$ cat src/rtl/bfde_ram.sv
// Generic single-write, single-read synchronous RAM with registered read.
`default_nettype none
module bfde_ram #(
    parameter int WIDTH = 8,
    parameter int DEPTH = 16
) (
    input  wire logic                                    clk,
    input  wire logic                                    we,
    input  wire logic [(DEPTH > 1 ? $clog2(DEPTH) : 1)-1:0] waddr,
    input  wire logic [WIDTH-1:0]                        wdata,
    input  wire logic [(DEPTH > 1 ? $clog2(DEPTH) : 1)-1:0] raddr,
    output logic [WIDTH-1:0]                             rdata
);
    logic [WIDTH-1:0] mem_reg [DEPTH];
    logic [WIDTH-1:0] rdata_reg;

    always_ff @(posedge clk)
    begin
        if (we)
        begin
            mem_reg[waddr] <= wdata;
        end
        rdata_reg <= mem_reg[raddr];
    end

    assign rdata = rdata_reg;
endmodule
`default_nettype wire

$ cat config.mk
export PLATFORM = sky130hd
export DESIGN_NAME = bfde_ram
export DESIGN_NICKNAME = d
export VERILOG_FILES = /design/src/rtl/bfde_ram.sv
export SDC_FILE = /design/constraint.sdc
export NUM_CORES = 1
export LEC_CHECK = 0
export ABC_AREA = 1
export BUFFER_PORTS_ARGS = -buffer_cell sky130_fd_sc_hd__buf_2
export CORE_UTILIZATION = 55
export CTS_CLUSTER_DIAMETER = 100
export DETAILED_ROUTE_END_ITERATION = 8
export PLACE_DENSITY = 0.75
export SKIP_CTS_REPAIR_TIMING = 1
export SYNTH_ARGS = -nofsm -noshare
export SYNTH_HDL_FRONTEND = slang
export SYNTH_SLANG_ARGS = --single-unit
$ cat constraint.sdc
create_clock -name clk -period 1.2 [get_ports clk]
set_input_delay 0.12 -clock clk [delete_from_list [all_inputs] [get_ports clk]]
set_output_delay 0.12 -clock clk [all_outputs]
set_load 0.05 [all_outputs]
==> results.sh <==
export IMPL_std_cell_rows=37
export IMPL_first_pass_iters=5
export IMPL_pwr_share_clk_pct=43.3
export IMPL_finalClockSkew_ns=0.00581
export IMPL_synth_nets=569
export IMPL_final_cell_mix="nand2_1, edfxtp_1, inv_1"
export IMPL_max_vdd_ir_drop_uv=1070
export IMPL_worstSetupPathType="reg -> out"
export IMPL_hpwl_um=7600
export IMPL_largest_reg_flops=128
export IMPL_wl_per_cell_um=16.2
export IMPL_hold_violations=0
export IMPL_drt_initial_drc_count=275
export IMPL_port_buffers=25
export IMPL_power_density_mw_per_mm2=1610
export IMPL_grt_pass1_vias=3790
export IMPL_stdcell_area_mm2=0.00671
export IMPL_min_period_ns=1.16
export IMPL_crit_chain="clkbuf_4"
export IMPL_pwr_share_comb_pct=7.3
export IMPL_synthCells=551
export IMPL_tns_ns=0
export IMPL_yosysUniqueCellTypes=12
export IMPL_hold_path_class="in -> reg"
export IMPL_fin_crit_sh_pct=96.5
export IMPL_crit_slowest_cell="dfxtp_1"
export IMPL_timing_fmax_ghz=0.864
export IMPL_cpLargestDelayFamily="flip-flops"
export IMPL_grt_ovfl_total=0
export IMPL_final_common_cell="nand2_1"
export IMPL_cts_clk_slew_worst_paths_ns=0.06
export IMPL_final_layout_size_suffix_gt1_share_pct=13.3
export IMPL_pwr_share_seq_pct=49.4
export IMPL_cpPeakStageDelay_ns=0.31
export IMPL_ant_nets=0
export IMPL_drc=0
export IMPL_syn_avg_cell_area_um2=10.5
export IMPL_cts_sinks=136
export IMPL_final_cell_count_no_fill=746
export IMPL_cts_buffers_inserted=17
export IMPL_grt_use_total_pct=24.0
export IMPL_antenna_found_initial=0
export IMPL_outcome="complete, no violations"
export IMPL_cts_tree="built"
export IMPL_place_area_mm2=0.00613
export IMPL_grt_max_degree=65
export IMPL_power_switching_mw=2.40
export IMPL_worstMarginPinSlew_ns=0.382
export IMPL_ys_warnings_count=0
export IMPL_p_leak_nw=2.94
export IMPL_cts_root_buf="clkbuf_8"
export IMPL_critPathBufInv=1
export IMPL_gp_congestion=0.870
export IMPL_fill_cells=773
export IMPL_cp_end_kind="output pin"
export IMPL_area_delta_synth_final_pct=16.4
export IMPL_diodes=0
export IMPL_finalNetCount=615
export IMPL_cp_required_ns=1.08
export IMPL_startpoint_type="flip-flop"
export IMPL_die_w_um=104
export IMPL_ys_ff_latch=136
export IMPL_h_tree_depth=4
export IMPL_total_power_mw=10.8
export IMPL_clock_path_buffers=2
export IMPL_io_pins=26
export IMPL_drt_total_wl_um=12100
export IMPL_clk_latency_ns=0.52
export IMPL_grt_pass1_wl_um=19200
export IMPL_internal_power_mw=8.42
export IMPL_cp_max_fo=1
export IMPL_drv_cap=0
export IMPL_avgViaCountPerCell=5.25
export IMPL_die_h_um=104
export IMPL_grt_setup_unrepaired="false"
export IMPL_p_sw_share_pct=22.2
export IMPL_utilization_pct=65.6
export IMPL_placedCellCount=713
export IMPL_vias=3917
export IMPL_maxSlewViolCount=0
export IMPL_syn_cell_area_mm2=0.00577
export IMPL_worstPathArrival_ns=1.04
export IMPL_die_area_mm2=0.0109
export IMPL_coreArea_mm2=0.0102
export IMPL_setup_viol=0
export IMPL_ys_seq_area_share_pct=69.4
export IMPL_floorplan_initialDensity_pct=56.4
export IMPL_relSlewSlack_pct=74.5
==> cells by family after synthesis <==
kind of cell	Yosys count	share of synthesized area, %
AND/OR/NAND/NOR	289	21.0
flip-flops	136	69.4
buffers and inverters	126	9.52
==> synth_stat cells <==
master	instances	area share, %
buf_1	1	0.065
buf_2	13	1.1
buf_4	4	0.52
buf_6	6	1.2
dfxtp_1	8	2.8
edfxtp_1	128	67
inv_1	100	6.5
inv_2	2	0.13
nand2_1	173	11
nand3_1	97	8.4
nand3b_1	2	0.26
nor2_1	17	1.1
==> metal layers <==
| metal | GRT usage, % | up-vias | wire length, um |
|---|---|---|---|
| met5 | 0 | - | 0 |
| met4 | 11.3 | 0 | 360 |
| met3 | 5.20 | 32 | 820 |
| met2 | 39.1 | 178 | 5950 |
| met1 | 30.7 | 1843 | 4930 |
| li1 | - | 1864 | - |
==> path summary, 6_finish.rpt <==
kind                            depth (start not counted)  slack, ns      startpoint             to
worst max-delay path                                    1       0.04        rdata[4]       rdata[4]
worst min register to register                          6       0.67  mem_reg[11][1]       rdata[1]
worst max register to register                          6       0.16   mem_reg[1][3]       rdata[3]
worst min-delay path                                    1       0.02        wdata[7]  mem_reg[4][7]
==> power by group through the flow <==
| stage | Sequential [mW] | Clock, mW | Combinational, mW |
|---|---|---|---|
| final | 5.35 | 4.69 | 0.788 |
| after global routing | 5.35 | 4.93 | 0.858 |
| after detailed placement | 5.44 | 0 | 0.761 |
| after CTS | 5.35 | 4.72 | 0.765 |
| after floorplan | 5.54 | 0 | 0.375 |
| after global placement | 5.44 | 0 | 0.746 |
==> per-stage QoR <==
| step | hold slack, ns | setup slack, ns |
|---|---|---|
| after floorplan | 0.219 | 0.129 |
| after global placement | 0.484 | 0.0383 |
| after detailed placement | 0.497 | 0.0185 |
| after CTS | -0.0392 | -0.110 |
| after global routing | 0.00849 | 0.00548 |
| final | 0.0176 | 0.0426 |
==> area by class of cell <==
type | instances | area [um^2] | share of cell area [%]
flip-flops and latches | 136 | 4010 | 59.7
multi-input cells | 289 | 1210 | 18.1
clock buffers | 22 | 463 | 6.90
repair buffers | 51 | 400 | 5.96
inverters | 102 | 383 | 5.70
well taps | 136 | 170 | 2.53
clock inverters | 10 | 77.6 | 1.16
Note: power is estimated with default switching activity, not from simulation.
